$ cat src/sv/cn0b_pkg.sv
// shared constants, types and the log table function of the c/n0 estimator
package cn0b_pkg;

	localparam int LOG_TABLE_BITS_DEF = 6;

	localparam logic [47:0] NSR_CAP     = 48'd268435456000000;
	localparam logic [47:0] NSR_RESET   = 48'd268435456;
	localparam logic [16:0] ONE_Q16     = 17'd65536;
	localparam logic [16:0] ALPHA_RESET = 17'd6554;
	localparam logic [19:0] MILLION     = 20'd1000000;
	localparam logic [17:0] TEN_LOG10_2 = 18'd197283;
	localparam logic [14:0] DB_MAX      = 15'd25600;

	localparam int CFG_INDEX_W = 3;
	localparam int CFG_DATA_W  = 48;

	typedef enum logic [CFG_INDEX_W-1:0] {
		REG_NORM_BW     = 3'd0,
		REG_AVG_COEFF   = 3'd1,
		REG_INITIAL_NSR = 3'd2,
		REG_USE_QUAD    = 3'd3
	} cfg_reg_t;

	// one classified item handed from front to back
	typedef struct packed {
		logic [31:0] twopn;
		logic [31:0] ps2;
		logic        primed;
	} cn0b_item_t;

	// log2(1 + k/2^bits) in q16, square-and-compare, truncated
	function automatic logic [16:0] log_entry(input int k, input int bits);
		logic [63:0] m;
		logic [15:0] r;
		int          b;
		m = 64'd0;
		r = 16'd0;
		if (k >= (1 << bits)) begin
			return ONE_Q16;
		end
		m = (64'd1 << 30) + ((64'(k) << 30) >> bits);
		for (b = 0; b < 16; b++) begin
			m = (m * m) >> 30;
			r = {r[14:0], 1'b0};
			if (m >= (64'd2 << 30)) begin
				r[0] = 1'b1;
				m = m >> 1;
			end
		end
		return {1'b0, r};
	endfunction

endpackage

$ cat src/sv/cn0b_front.sv
// front part: magnitudes, noise and signal power terms, first-sample flag
module cn0b_front (
	input  logic                 clk,
	input  logic                 arst_n,
	input  logic                 in_valid,
	output logic                 in_stall,
	input  logic signed [15:0]   in_phase,
	input  logic signed [15:0]   quadrature,
	input  logic                 use_quad,
	input  logic                 full,
	output logic                 push,
	output cn0b_pkg::cn0b_item_t push_item
);
	import cn0b_pkg::*;

	logic [15:0] iv, qv, ia, qa, cur, old, d;
	logic [15:0] prev_i_q, prev_q_q;
	logic        have_prev_q;
	logic [31:0] pn, sq_cur, sq_old;

	assign in_stall = full;
	assign push     = in_valid & ~full;

	assign iv  = in_phase;
	assign qv  = quadrature;
	assign ia  = iv[15] ? (~iv + 16'd1) : iv;
	assign qa  = qv[15] ? (~qv + 16'd1) : qv;
	assign cur = use_quad ? qa : ia;
	assign old = use_quad ? prev_q_q : prev_i_q;
	assign d   = (cur > old) ? (cur - old) : (old - cur);

	assign pn     = d * d;
	assign sq_cur = ia * ia;
	assign sq_old = prev_i_q * prev_i_q;

	// pn is at most 2^30, so doubling fits 32 bits
	assign push_item.twopn  = {pn[30:0], 1'b0};
	assign push_item.ps2    = sq_cur + sq_old;
	assign push_item.primed = have_prev_q;

	always_ff @(posedge clk or negedge arst_n) begin
		if (!arst_n) begin
			prev_i_q    <= '0;
			prev_q_q    <= '0;
			have_prev_q <= 1'b0;
		end else if (push) begin
			prev_i_q    <= ia;
			prev_q_q    <= qa;
			have_prev_q <= 1'b1;
		end
	end

endmodule

$ cat src/sv/cn0b_fifo.sv
// two-entry item queue between front and back
module cn0b_fifo (
	input  logic                 clk,
	input  logic                 arst_n,
	input  logic                 push,
	input  cn0b_pkg::cn0b_item_t push_item,
	output logic                 full,
	input  logic                 pop,
	output logic                 pop_valid,
	output cn0b_pkg::cn0b_item_t pop_item
);
	import cn0b_pkg::*;

	cn0b_item_t  mem_q [2];
	logic        wr_ptr_q, rd_ptr_q;
	logic [1:0]  count_q;

	assign full      = (count_q == 2'd2);
	assign pop_valid = (count_q != 2'd0);
	assign pop_item  = mem_q[rd_ptr_q];

	always_ff @(posedge clk) begin
		if (push) begin
			mem_q[wr_ptr_q] <= push_item;
		end
	end

	always_ff @(posedge clk or negedge arst_n) begin
		if (!arst_n) begin
			wr_ptr_q <= 1'b0;
			rd_ptr_q <= 1'b0;
			count_q  <= '0;
		end else begin
			if (push) begin
				wr_ptr_q <= ~wr_ptr_q;
			end
			if (pop) begin
				rd_ptr_q <= ~rd_ptr_q;
			end
			case ({push, pop})
				2'b10:   count_q <= count_q + 2'd1;
				2'b01:   count_q <= count_q - 2'd1;
				default: count_q <= count_q;
			endcase
		end
	end

endmodule

$ cat src/sv/cn0b_back.sv
// back part: serial divide, iir average, normalize, log table and db result
module cn0b_back #(
	parameter int LOG_TABLE_BITS = cn0b_pkg::LOG_TABLE_BITS_DEF
) (
	input  logic                 clk,
	input  logic                 arst_n,
	input  logic                 pop_valid,
	output logic                 pop,
	input  cn0b_pkg::cn0b_item_t pop_item,
	input  logic [15:0]          norm_bw,
	input  logic [16:0]          avg_coeff,
	input  logic                 load_avg,
	input  logic [47:0]          load_value,
	output logic                 out_valid,
	input  logic                 out_stall,
	output logic [14:0]          cn0_db,
	output logic                 primed
);
	import cn0b_pkg::*;

	localparam int TAB_LEN = (1 << LOG_TABLE_BITS) + 1;
	localparam int TAB_IW  = LOG_TABLE_BITS + 1;
	localparam int T_HI    = 46 - LOG_TABLE_BITS;

	typedef enum logic [10:0] {
		S_IDLE   = 11'b000_0000_0001,
		S_CAP    = 11'b000_0000_0010,
		S_SETUP  = 11'b000_0000_0100,
		S_DIV    = 11'b000_0000_1000,
		S_MACSET = 11'b000_0001_0000,
		S_MAC    = 11'b000_0010_0000,
		S_NORM   = 11'b000_0100_0000,
		S_LOG1   = 11'b000_1000_0000,
		S_LOG2   = 11'b001_0000_0000,
		S_LOG3   = 11'b010_0000_0000,
		S_DONE   = 11'b100_0000_0000
	} state_t;

	logic [16:0] tab [TAB_LEN];

	for (genvar gk = 0; gk < TAB_LEN; gk++) begin : g_tab
		assign tab[gk] = log_entry(gk, LOG_TABLE_BITS);
	end

	state_t             st_q;
	logic [31:0]        twopn_q, ps2_q, rem_q;
	logic               item_primed_q;
	logic [51:0]        capprod_q;
	logic [47:0]        num_q, quot_q, avg_q, x_q, nsr;
	logic [5:0]         cnt_q, e_q;
	logic signed [66:0] acc_q, dsh_q, acc_nx;
	logic [16:0]        alpha_q, tk_q;
	logic [32:0]        ip_q;
	logic signed [42:0] p_q;
	logic [14:0]        cres_q, cn0_q;
	logic               out_valid_q, primed_out_q;

	// divider step
	logic [32:0] shifted;
	logic        ge;
	assign shifted = {rem_q, num_q[47]};
	assign ge      = shifted >= {1'b0, ps2_q};

	// average step
	logic [50:0] avg_full;
	logic [47:0] avg_nx;
	assign acc_nx   = alpha_q[0] ? (acc_q + dsh_q) : acc_q;
	assign avg_full = acc_nx[66:16];
	assign avg_nx   = (avg_full > 51'(NSR_CAP)) ? NSR_CAP : avg_full[47:0];
	assign nsr      = (quot_q > NSR_CAP) ? NSR_CAP : quot_q;

	// table lookup, fraction bits start just below the leading one at bit 47
	logic [LOG_TABLE_BITS-1:0] k;
	logic [15:0]               t;
	logic [16:0]               tab_lo, tab_hi;
	assign k      = x_q[46 -: LOG_TABLE_BITS];
	assign t      = x_q[T_HI -: 16];
	assign tab_lo = tab[{1'b0, k}];
	assign tab_hi = tab[TAB_IW'({1'b0, k}) + TAB_IW'(1)];

	// log2 and db
	logic [17:0]        lf;
	logic signed [6:0]  ediff;
	logic signed [23:0] l2;
	logic [44:0]        p2;
	logic signed [18:0] db;
	logic signed [20:0] cval;
	assign lf    = {1'b0, tk_q} + {1'b0, ip_q[32:16]};
	assign ediff = $signed({1'b0, e_q}) - 7'sd28;
	assign l2    = $signed({ediff[6], ediff, 16'd0}) + $signed({6'd0, lf});
	assign p2    = 45'($signed(p_q)) + (45'd1 << 40) + (45'd1 << 23);
	assign db    = $signed({1'b0, p2[41:24]}) - 19'sd65536;
	assign cval  = $signed({{5{norm_bw[15]}}, norm_bw}) - 21'(db);

	assign pop       = (st_q == S_IDLE) && pop_valid;
	assign out_valid = out_valid_q;
	assign cn0_db    = cn0_q;
	assign primed    = primed_out_q;

	always_ff @(posedge clk) begin
		case (st_q)
			S_IDLE: begin
				twopn_q       <= pop_item.twopn;
				ps2_q         <= pop_item.ps2;
				item_primed_q <= pop_item.primed;
				x_q           <= avg_q;
				e_q           <= 6'd47;
			end
			S_CAP: begin
				capprod_q <= ps2_q * MILLION;
			end
			S_SETUP: begin
				if ((capprod_q < 52'(twopn_q)) || (ps2_q == 32'd0)) begin
					quot_q <= NSR_CAP;
				end else begin
					quot_q <= '0;
				end
				rem_q <= 32'(twopn_q[31:20]);
				num_q <= {twopn_q[19:0], 28'd0};
				cnt_q <= 6'd47;
			end
			S_DIV: begin
				rem_q  <= ge ? 32'(shifted - {1'b0, ps2_q}) : shifted[31:0];
				num_q  <= {num_q[46:0], 1'b0};
				quot_q <= {quot_q[46:0], ge};
				cnt_q  <= cnt_q - 6'd1;
			end
			S_MACSET: begin
				acc_q   <= $signed({3'd0, avg_q, 16'd0}) + 67'sd32768;
				dsh_q   <= $signed({19'd0, nsr}) - $signed({19'd0, avg_q});
				alpha_q <= (avg_coeff > ONE_Q16) ? ONE_Q16 : avg_coeff;
				cnt_q   <= 6'd16;
			end
			S_MAC: begin
				acc_q   <= acc_nx;
				dsh_q   <= dsh_q <<< 1;
				alpha_q <= alpha_q >> 1;
				cnt_q   <= cnt_q - 6'd1;
				x_q     <= avg_nx;
				e_q     <= 6'd47;
			end
			S_NORM: begin
				if (x_q == 48'd0) begin
					cres_q <= DB_MAX;
				end else if (!x_q[47]) begin
					if (x_q[47:40] == 8'd0) begin
						x_q <= x_q << 8;
						e_q <= e_q - 6'd8;
					end else begin
						x_q <= x_q << 1;
						e_q <= e_q - 6'd1;
					end
				end
			end
			S_LOG1: begin
				tk_q <= tab_lo;
				ip_q <= (tab_hi - tab_lo) * t;
			end
			S_LOG2: begin
				p_q <= l2 * $signed({1'b0, TEN_LOG10_2});
			end
			S_LOG3: begin
				if (cval < 21'sd0) begin
					cres_q <= '0;
				end else if (cval > $signed({6'd0, DB_MAX})) begin
					cres_q <= DB_MAX;
				end else begin
					cres_q <= cval[14:0];
				end
			end
			default: begin
			end
		endcase
	end

	always_ff @(posedge clk or negedge arst_n) begin
		if (!arst_n) begin
			st_q         <= S_IDLE;
			avg_q        <= NSR_RESET;
			out_valid_q  <= 1'b0;
			cn0_q        <= '0;
			primed_out_q <= 1'b0;
		end else begin
			if (out_valid_q && !out_stall) begin
				out_valid_q <= 1'b0;
			end
			if (load_avg) begin
				avg_q <= (load_value > NSR_CAP) ? NSR_CAP : load_value;
			end
			case (st_q)
				S_IDLE: begin
					if (pop_valid) begin
						st_q <= pop_item.primed ? S_CAP : S_NORM;
					end
				end
				S_CAP:    st_q <= S_SETUP;
				S_SETUP: begin
					if ((capprod_q < 52'(twopn_q)) || (ps2_q == 32'd0)) begin
						st_q <= S_MACSET;
					end else begin
						st_q <= S_DIV;
					end
				end
				S_DIV: begin
					if (cnt_q == 6'd0) begin
						st_q <= S_MACSET;
					end
				end
				S_MACSET: st_q <= S_MAC;
				S_MAC: begin
					if (cnt_q == 6'd0) begin
						avg_q <= avg_nx;
						st_q  <= S_NORM;
					end
				end
				S_NORM: begin
					if (x_q == 48'd0) begin
						st_q <= S_DONE;
					end else if (x_q[47]) begin
						st_q <= S_LOG1;
					end
				end
				S_LOG1:   st_q <= S_LOG2;
				S_LOG2:   st_q <= S_LOG3;
				S_LOG3:   st_q <= S_DONE;
				S_DONE: begin
					if (!out_valid_q || !out_stall) begin
						cn0_q        <= cres_q;
						primed_out_q <= item_primed_q;
						out_valid_q  <= 1'b1;
						st_q         <= S_IDLE;
					end
				end
				default:  st_q <= S_IDLE;
			endcase
		end
	end

endmodule

$ cat src/sv/cn0_estimator_beaulieu_top.sv
// top level of the beaulieu c/n0 estimator: config registers, front, queue, back
// path from input accept to result valid: queue, 48-step divider, 17-step average,
// up to 13 normalize steps, 3 log steps; the first item after reset skips divider and
// average, a capped nsr skips the divider, a zero average skips the log
// back part takes an item only when idle, a stalled result holds it; the queue holds two
// reset: asynchronous, active low; registers go to their defaults, average nsr to 1.0
module cn0_estimator_beaulieu_top #(
	parameter int LOG_TABLE_BITS = cn0b_pkg::LOG_TABLE_BITS_DEF
) (
	input  logic                               clk,
	input  logic                               arst_n,
	// input item channel
	input  logic                               in_valid,
	output logic                               in_stall,
	input  logic signed [15:0]                 in_phase,
	input  logic signed [15:0]                 quadrature,
	// result item channel
	output logic                               out_valid,
	input  logic                               out_stall,
	output logic [14:0]                        cn0_db,
	output logic                               primed,
	// config write port
	input  logic                               cfg_we,
	input  logic [cn0b_pkg::CFG_INDEX_W-1:0]   cfg_index,
	input  logic [cn0b_pkg::CFG_DATA_W-1:0]    cfg_data
);
	import cn0b_pkg::*;

	// config registers
	logic [15:0] norm_bw_q;
	logic [16:0] avg_coeff_q;
	logic        use_quad_q;
	logic        load_avg;

	// an initial nsr write reloads the running average in the back part
	assign load_avg = cfg_we && (cfg_index == REG_INITIAL_NSR);

	always_ff @(posedge clk or negedge arst_n) begin
		if (!arst_n) begin
			norm_bw_q   <= '0;
			avg_coeff_q <= ALPHA_RESET;
			use_quad_q  <= 1'b0;
		end else if (cfg_we) begin
			case (cfg_index)
				REG_NORM_BW:   norm_bw_q   <= cfg_data[15:0];
				REG_AVG_COEFF: avg_coeff_q <= cfg_data[16:0];
				REG_USE_QUAD:  use_quad_q  <= cfg_data[0];
				default: begin
					// initial nsr handled by load_avg, unknown indexes ignored
				end
			endcase
		end
	end

	// front to queue
	logic       push, full, pop, pop_valid;
	cn0b_item_t push_item, pop_item;

	cn0b_front u_front (
		.clk        (clk),
		.arst_n     (arst_n),
		.in_valid   (in_valid),
		.in_stall   (in_stall),
		.in_phase   (in_phase),
		.quadrature (quadrature),
		.use_quad   (use_quad_q),
		.full       (full),
		.push       (push),
		.push_item  (push_item)
	);

	// short queue lets the front keep taking items while the back works
	cn0b_fifo u_fifo (
		.clk       (clk),
		.arst_n    (arst_n),
		.push      (push),
		.push_item (push_item),
		.full      (full),
		.pop       (pop),
		.pop_valid (pop_valid),
		.pop_item  (pop_item)
	);

	// back part holds the running average and the output register
	cn0b_back #(
		.LOG_TABLE_BITS (LOG_TABLE_BITS)
	) u_back (
		.clk        (clk),
		.arst_n     (arst_n),
		.pop_valid  (pop_valid),
		.pop        (pop),
		.pop_item   (pop_item),
		.norm_bw    (norm_bw_q),
		.avg_coeff  (avg_coeff_q),
		.load_avg   (load_avg),
		.load_value (cfg_data),
		.out_valid  (out_valid),
		.out_stall  (out_stall),
		.cn0_db     (cn0_db),
		.primed     (primed)
	);

endmodule

$ cat config.mk
export PLATFORM = sky130hd
export DESIGN_NAME = cn0_estimator_beaulieu_top
export DESIGN_NICKNAME = d
export VERILOG_FILES = /design/src/sv/cn0b_pkg.sv /design/src/sv/cn0b_front.sv /design/src/sv/cn0b_fifo.sv /design/src/sv/cn0b_back.sv /design/src/sv/cn0_estimator_beaulieu_top.sv
export SDC_FILE = /design/constraint.sdc
export NUM_CORES = 2
export LEC_CHECK = 0
export BUFFER_PORTS_ARGS = -buffer_cell sky130_fd_sc_hd__clkbuf_2
export CORE_ASPECT_RATIO = 1.1
export CORE_MARGIN = 2
export CORE_UTILIZATION = 30
export CTS_BUF_LIST = sky130_fd_sc_hd__clkbuf_8 sky130_fd_sc_hd__clkbuf_16
export DETAILED_ROUTE_END_ITERATION = 16
export PLACE_DENSITY = 0.47
export SLEW_MARGIN = 20
export SYNTH_ARGS = -nofsm -noshare
export SYNTH_HDL_FRONTEND = slang
export SYNTH_SLANG_ARGS = --single-unit
export TNS_END_PERCENT = 10
$ cat constraint.sdc
create_clock -name clk -period 13.45 [get_ports clk]
set_clock_uncertainty 0.1 [all_clocks]
set_input_delay 4.035 -clock clk [delete_from_list [all_inputs] [get_ports clk]]
set_output_delay 4.035 -clock clk [all_outputs]
set_load 0.02 [all_outputs]
# After elaboration in Yosys (flattened, before gate mapping)
# Memories as Yosys holds them, arrays and structs flattened.
# Index checks and enable logic that the tools add are counted.
# totals
register_bits	704
ram_bits	128
rom_bits	4352
output_inout_bits	18
elab_cells	195
mem_count	3
# memory_table
memory	words	word_bits	rd	rd_clocked_by_memory_dff	wr	line_no	source
(no name shown)	128	17	1	0	0	cn0b_back.sv:79	assign tab_hi = tab[TAB_IW'({1'b0, k}) + TAB_IW'(1)];
(no name shown)	128	17	1	0	0	cn0b_back.sv:78	assign tab_lo = tab[{1'b0, k}];
u_fifo.mem_q	2	64	1	0	1	cn0b_fifo.sv:14	cn0b_item_t mem_q [2];
# op_classes
add_sub_neg	23
multipliers	6
order_cmp	11
eq_ne	26
mux	53
bitwise	8
reduce_logical	32
# op_table
operator	count
$mux W48	10
$pmux W67 S2	2
$pmux W48 S2	2
$pmux W48 S3	1
$pmux W11 S11	1
$gt A48 B48 Y1 const B	2
$mux W17	5
$mux W16	5
$add A67 B67 Y67	1
$mux W67	1
$mux W11	6
$add A64 B16 Y65 const B	1
$mul A16 B16 Y32	2
$pmux W32 S2	1
$lt A52 B32 Y1	1
$gt A51 B48 Y1 const B	1
$sub A48 B48 Y49	1
$logic_not A48 Y1	1
$mul A32 B14 Y46 const B	1
$mux W15	3
$add A42 B24 Y42 const B	1
$add A42 B42 Y42 const B	1
$mul A24 B19 Y42 const B	1
$pmux W17 S2	1
68 further kinds	107

# Depth between registers and ports, before layout
# logic_depth
word_depth	8
ltp_mapped	53
ltp_nobuf	49

# Hierarchy
# From an unflattened synthesis, not the netlist that was laid out.
# unflattened
cells_unflattened	9810
hier_area_um2	93676.1
# by_module_without_submodules
module	instances	cells_each	area_per_inst_um2
cn0b_back	1	6673	62044.5
cn0b_front	1	2844	25268.0
cn0b_fifo	1	218	5038.6
cn0_estimator_beaulieu_top	1	75	1325.0

# Worst setup path after synthesis
# OpenSTA, ideal clock, no wires.
# synth_timing
kind	input -> register
from	in in_phase[0]
to	mem u_fifo.mem_q[0][63] in the netlist's numbering (data pin)
arrival_time_ns	14.590
required_ns	13.086
setup_slack_ns	-1.504
cell_stages	51
n_path_buf	4
cell_sequence	clkinv_1 -> ha_1 -> nand3b_1 -> or2_2 -> o41ai_1 -> xor2_1 -> clkinv_1 -> o21ai_0 -> ha_1 -> clkbuf_1 -> inv_1 -> o21bai_1 -> a21oi_1 -> o21bai_1 -> a21oi_1 -> o311ai_0 -> nand2_1 -> clkbuf_1 -> [... 15 more ...] -> fa_1 -> inv_1 -> fa_1 -> inv_1 -> ha_1 -> and3_1 -> a21oi_1 -> o21ai_0 -> o211ai_1 -> nand4b_1 -> a31oi_1 -> nand4_1 -> a31oi_1 -> a21o_1 -> a41o_1 -> a21o_1 -> a21oi_1 -> xnor2_1
# synth_lines
element	line_no	source
from (decl)	cn0_estimator_beaulieu_top.sv:15	input logic signed [15:0] in_phase,
to (decl)	cn0b_fifo.sv:14	

==> metrics.md <==
| Metric | Value |
|---|---|
| Vias | 68.9k |
| Port bufs | between 100 and 150 |
| Worst path depth | 45 |
| First-pass GRT wire length | ~440 mm |
| Unrepaired setup endpoints after global routing | yes |
| Worst R2R Start | u_back.x_q[42] |
| Sequential fraction of the synthesis area | approximately a quarter |
| WL per Instance | 20.1 um |
| Most used DFF post-synth | edfxtp_1 |
| Register-to-register setup slack | between 800 and 900 ps |
| DRC Markers | 0 |
| Critical path's largest stage delay | approximately 530 ps |
| Met2 wire length | ~140 mm |
| Outcome | finished clean |
| Hold Buf Count CTS | 0 |
| Die area | between 300000 and 400000 um2 |
| Post-synth EDFFs | slightly above 600 |
| CTS tree | built |
| FFs w/ async S/R, synth | roughly 19% |
| Post-DR vias/cell | between 4 and 5 |
| Slowest-stage cell, CP | or4_4 |
| HP Class | flop to flop |
| Worst Path Max Fanout | 9 |
| Core region area | ~300000 um2 |
| Detail Route Antenna Nets | 0 |
| Boundary Pins | between 100 and 150 |
| HP Start | u_back.cres_q[3] |
| GP Congestion | between 0.8 and 0.9 |
| FP Rows | 212 |
| Post-DP HPWL | 226 mm |
| DRT Pass-1 Iters | 9 |
| Cts bufs inserted | about 100 |
| Worst-Skew Late Latency | around 860 ps |
| Worst-path clk slew | about 60 ps |
| DIE HEIGHT | about 580 um |
| Placed insts | 13.9k |
| # fillers | around 31k |
| Post-Syn Instances | between 9k and 10k |
| Critical Path Start Type | input port |
| Area Overhead vs Synth | 13.4% |
| Vias in the first global route | roughly 73k |
| Max Clk Rate | 0.0763 GHz |
| Fin crit share | 97.4% |
| R2r worst-path depth | 47 |
| Post-synth cell types | around 100 |
| Delay-heaviest family, CP | adder cells |
| CP Capture Type | flop |
| Worst hold path depth | 1 |
| Crit path time final | ~13000 ps |
| DR iter-0 viols | roughly 4.6k |
| CP bufs+invs | 10 |
| Mean post-synth cell area | ~9.6 um2 |
| GR Overflow Total | 0 |
| Max Slew Vio Count | 0 |
| CP Data Required Time | between 10000 and 15000 ps |
| Met3 WL | between 10 and 15 mm |
| Slew margin rel. | between 10% and 20% |
| CTS root buf | clkbuf_16 |
| Seq cells post-synth | approximately 760 |
| Least-Margin Pin Slew | 1290 ps |
| Final nets | between 10k and 15k |
| Met1 Wirelength | 125 mm |
| Synth warn | 0 |
| Max layer used | met4 |
| Share of cells above drive strength 1 | between 10% and 20% |
| Final setup vio count | 0 |
| Post-Route WL | ~280 mm |
| Initial antenna violation count | 11 |
| Final hold violations | 0 |
| Non-filler instance count after layout | roughly 14k |
| Sink Count | around 760 |
| CTS Buffer Depth | 4 |
| Max-Cap Viols | 0 |
| Chip width | about 530 um |
| H-tree depth | 3 |
| Worst R2R End | u_back.ip_q[32] |
| Hold path endpoint | u_back.cn0_db[3] |
| Kind of critical path | input port to flop |
| Largest net degree at the start of global routing | 78 |
| Worst EP arrival | about 14000 ps |
| Mapped cell area | roughly 92000 um2 |
| Initial Util | 30.2% |
| GR Util All Layers | approximately 18% |
==> per-stage QoR <==
step / TNS (ps) / utilization, % / area [um2] / hold slack [ps] / setup WS (ps)
floorplan: -2150 / - / 91800 / 333 / -385
global placement: -12960 / 33.0 / 100000 / 346 / -932
detailed placement: -16110 / 33.0 / 100000 / 356 / -989
CTS: 0 / 34.1 / 103000 / 374 / 7.55
global route: -313 / 34.2 / 104000 / 384 / -84.6
finish: 0 / 34.2 / 104000 / 374 / 348
==> worst max-delay path by stage <==
| stage | from | end | slack [ps] |
|---|---|---|---|
| 2_1_floorplan | quadrature[4] | u_fifo.mem_q[0][63] | -390 |
| 3_3_place_gp | quadrature[4] | u_fifo.mem_q[0][63] | -930 |
| 3_5_place_dp | quadrature[4] | u_fifo.mem_q[0][63] | -990 |
| 4_1_cts | quadrature[4] | u_fifo.mem_q[1][63] | 8 |
| 5_1_grt | quadrature[4] | u_fifo.mem_q[1][63] | -80 |
| 6_report | quadrature[4] | u_fifo.mem_q[1][63] | 350 |
==> cell usage after synthesis (88+ instances only) <==
library cell | instances | area share (%)
fa_1 | 1080 | 24
nand2_1 | 891 | 3.7
nand3_1 | 116 | 0.63
a21oi_1 | 485 | 2.7
nor2b_1 | 115 | 0.79
mux2_2 | 126 | 1.5
a21o_1 | 149 | 1.2
nor2_1 | 534 | 2.2
edfxtp_1 | 612 | 20
clkbuf_1 | 307 | 1.3
ha_1 | 992 | 14
dfrtp_1 | 138 | 3.8
inv_1 | 1652 | 6.8
and2_1 | 244 | 1.7
xor2_1 | 145 | 1.4
nand2b_1 | 88 | 0.60
o21ai_0 | 394 | 2.2
nor3_1 | 103 | 0.56
xnor2_1 | 244 | 2.3
==> area by class of cell <==
class	count	area, um2	share of cell area (%)
inverter	1671	6280	6.05
antenna	3	7.51	0.00723
sequential	759	22100	21.3
tap	4066	5090	4.90
clock buffer	106	2610	2.51
multi-input combinational	6753	62400	60.2
clock inverter	77	779	0.751
timing repair buffer	619	4500	4.34
==> flip-flops by register name (all words and copies together) (netlist names), 30 cells and up <==
name	count
u_back.twopn_q	30
u_back.dsh_q	67
u_back.quot_q	48
u_back.acc_q	67
u_back.ps2_q	32
u_fifo.mem_q	126
u_back.x_q	48
u_back.capprod_q	46
u_back.rem_q	32
u_back.avg_q	48
==> cells in the final DEF, fill, tap and decap left out, types with 16 or more instances in the layout <==
cell type,n
dfrtp_1,136
o21ai_0,382
or2_2,31
nand4_1,69
nand2_1,885
inv_1,1657
nor4_1,46
and3_1,54
ha_1,989
o22ai_1,44
o21a_1,63
edfxtp_1,612
a31oi_1,40
clkbuf_16,102
and2_1,244
a22oi_1,52
or3_1,32
clkinv_1,27
nor3_1,99
mux2i_1,47
o31ai_1,46
nor2_1,526
mux2_2,126
o211ai_1,43
nand2b_1,87
clkbuf_2,104
a211oi_1,71
nor2b_1,114
xnor2_1,235
a21o_1,149
clkinv_2,17
o21bai_1,42
buf_4,504
a22o_1,16
o41ai_2,24
a21oi_1,475
fa_1,1078
xor2_1,138
nand3_1,115
==> kinds of logic (layout without fill, tap and decap cells) <==
group                    count (synthesis)  after routing  share of synthesized area [%]
AND/OR/NAND/NOR                       2416           2416                           12.5
adder cells (fa/ha/maj)               2072           2072                           37.2
buffers and inverters                 2020           2473                           8.33
AO/OA/AOI/OAI                         1680           1680                           11.9
flip-flops                             759            759                           24.1
XOR/XNOR                               389            389                           3.72
multiplexers                           183            183                           2.24
other                                    2             16                        0.00820
==> routing by layer <==
| metal | GRT usage [%] | vias up |
|---|---|---|
| li1 | - | 32412 |
| met1 | 24.1 | 34620 |
| met2 | 31.5 | 1497 |
| met3 | 2.01 | 354 |
| met4 | 4.99 | 0 |
| met5 | 0 | - |
==> timing repair <==
| item | 4_1_cts | 5_1_grt |
|---|---|---|
| setup buffers | 1 | 10 |
| pin swaps | 2 | 28 |
| setup endpoints to repair | 6 | 16 |
| resized for setup | 4 | 45 |
Power is left out: the tool's default activity adds up to more than one toggle a clock period on the data nets, which glitch-free logic cannot reach.
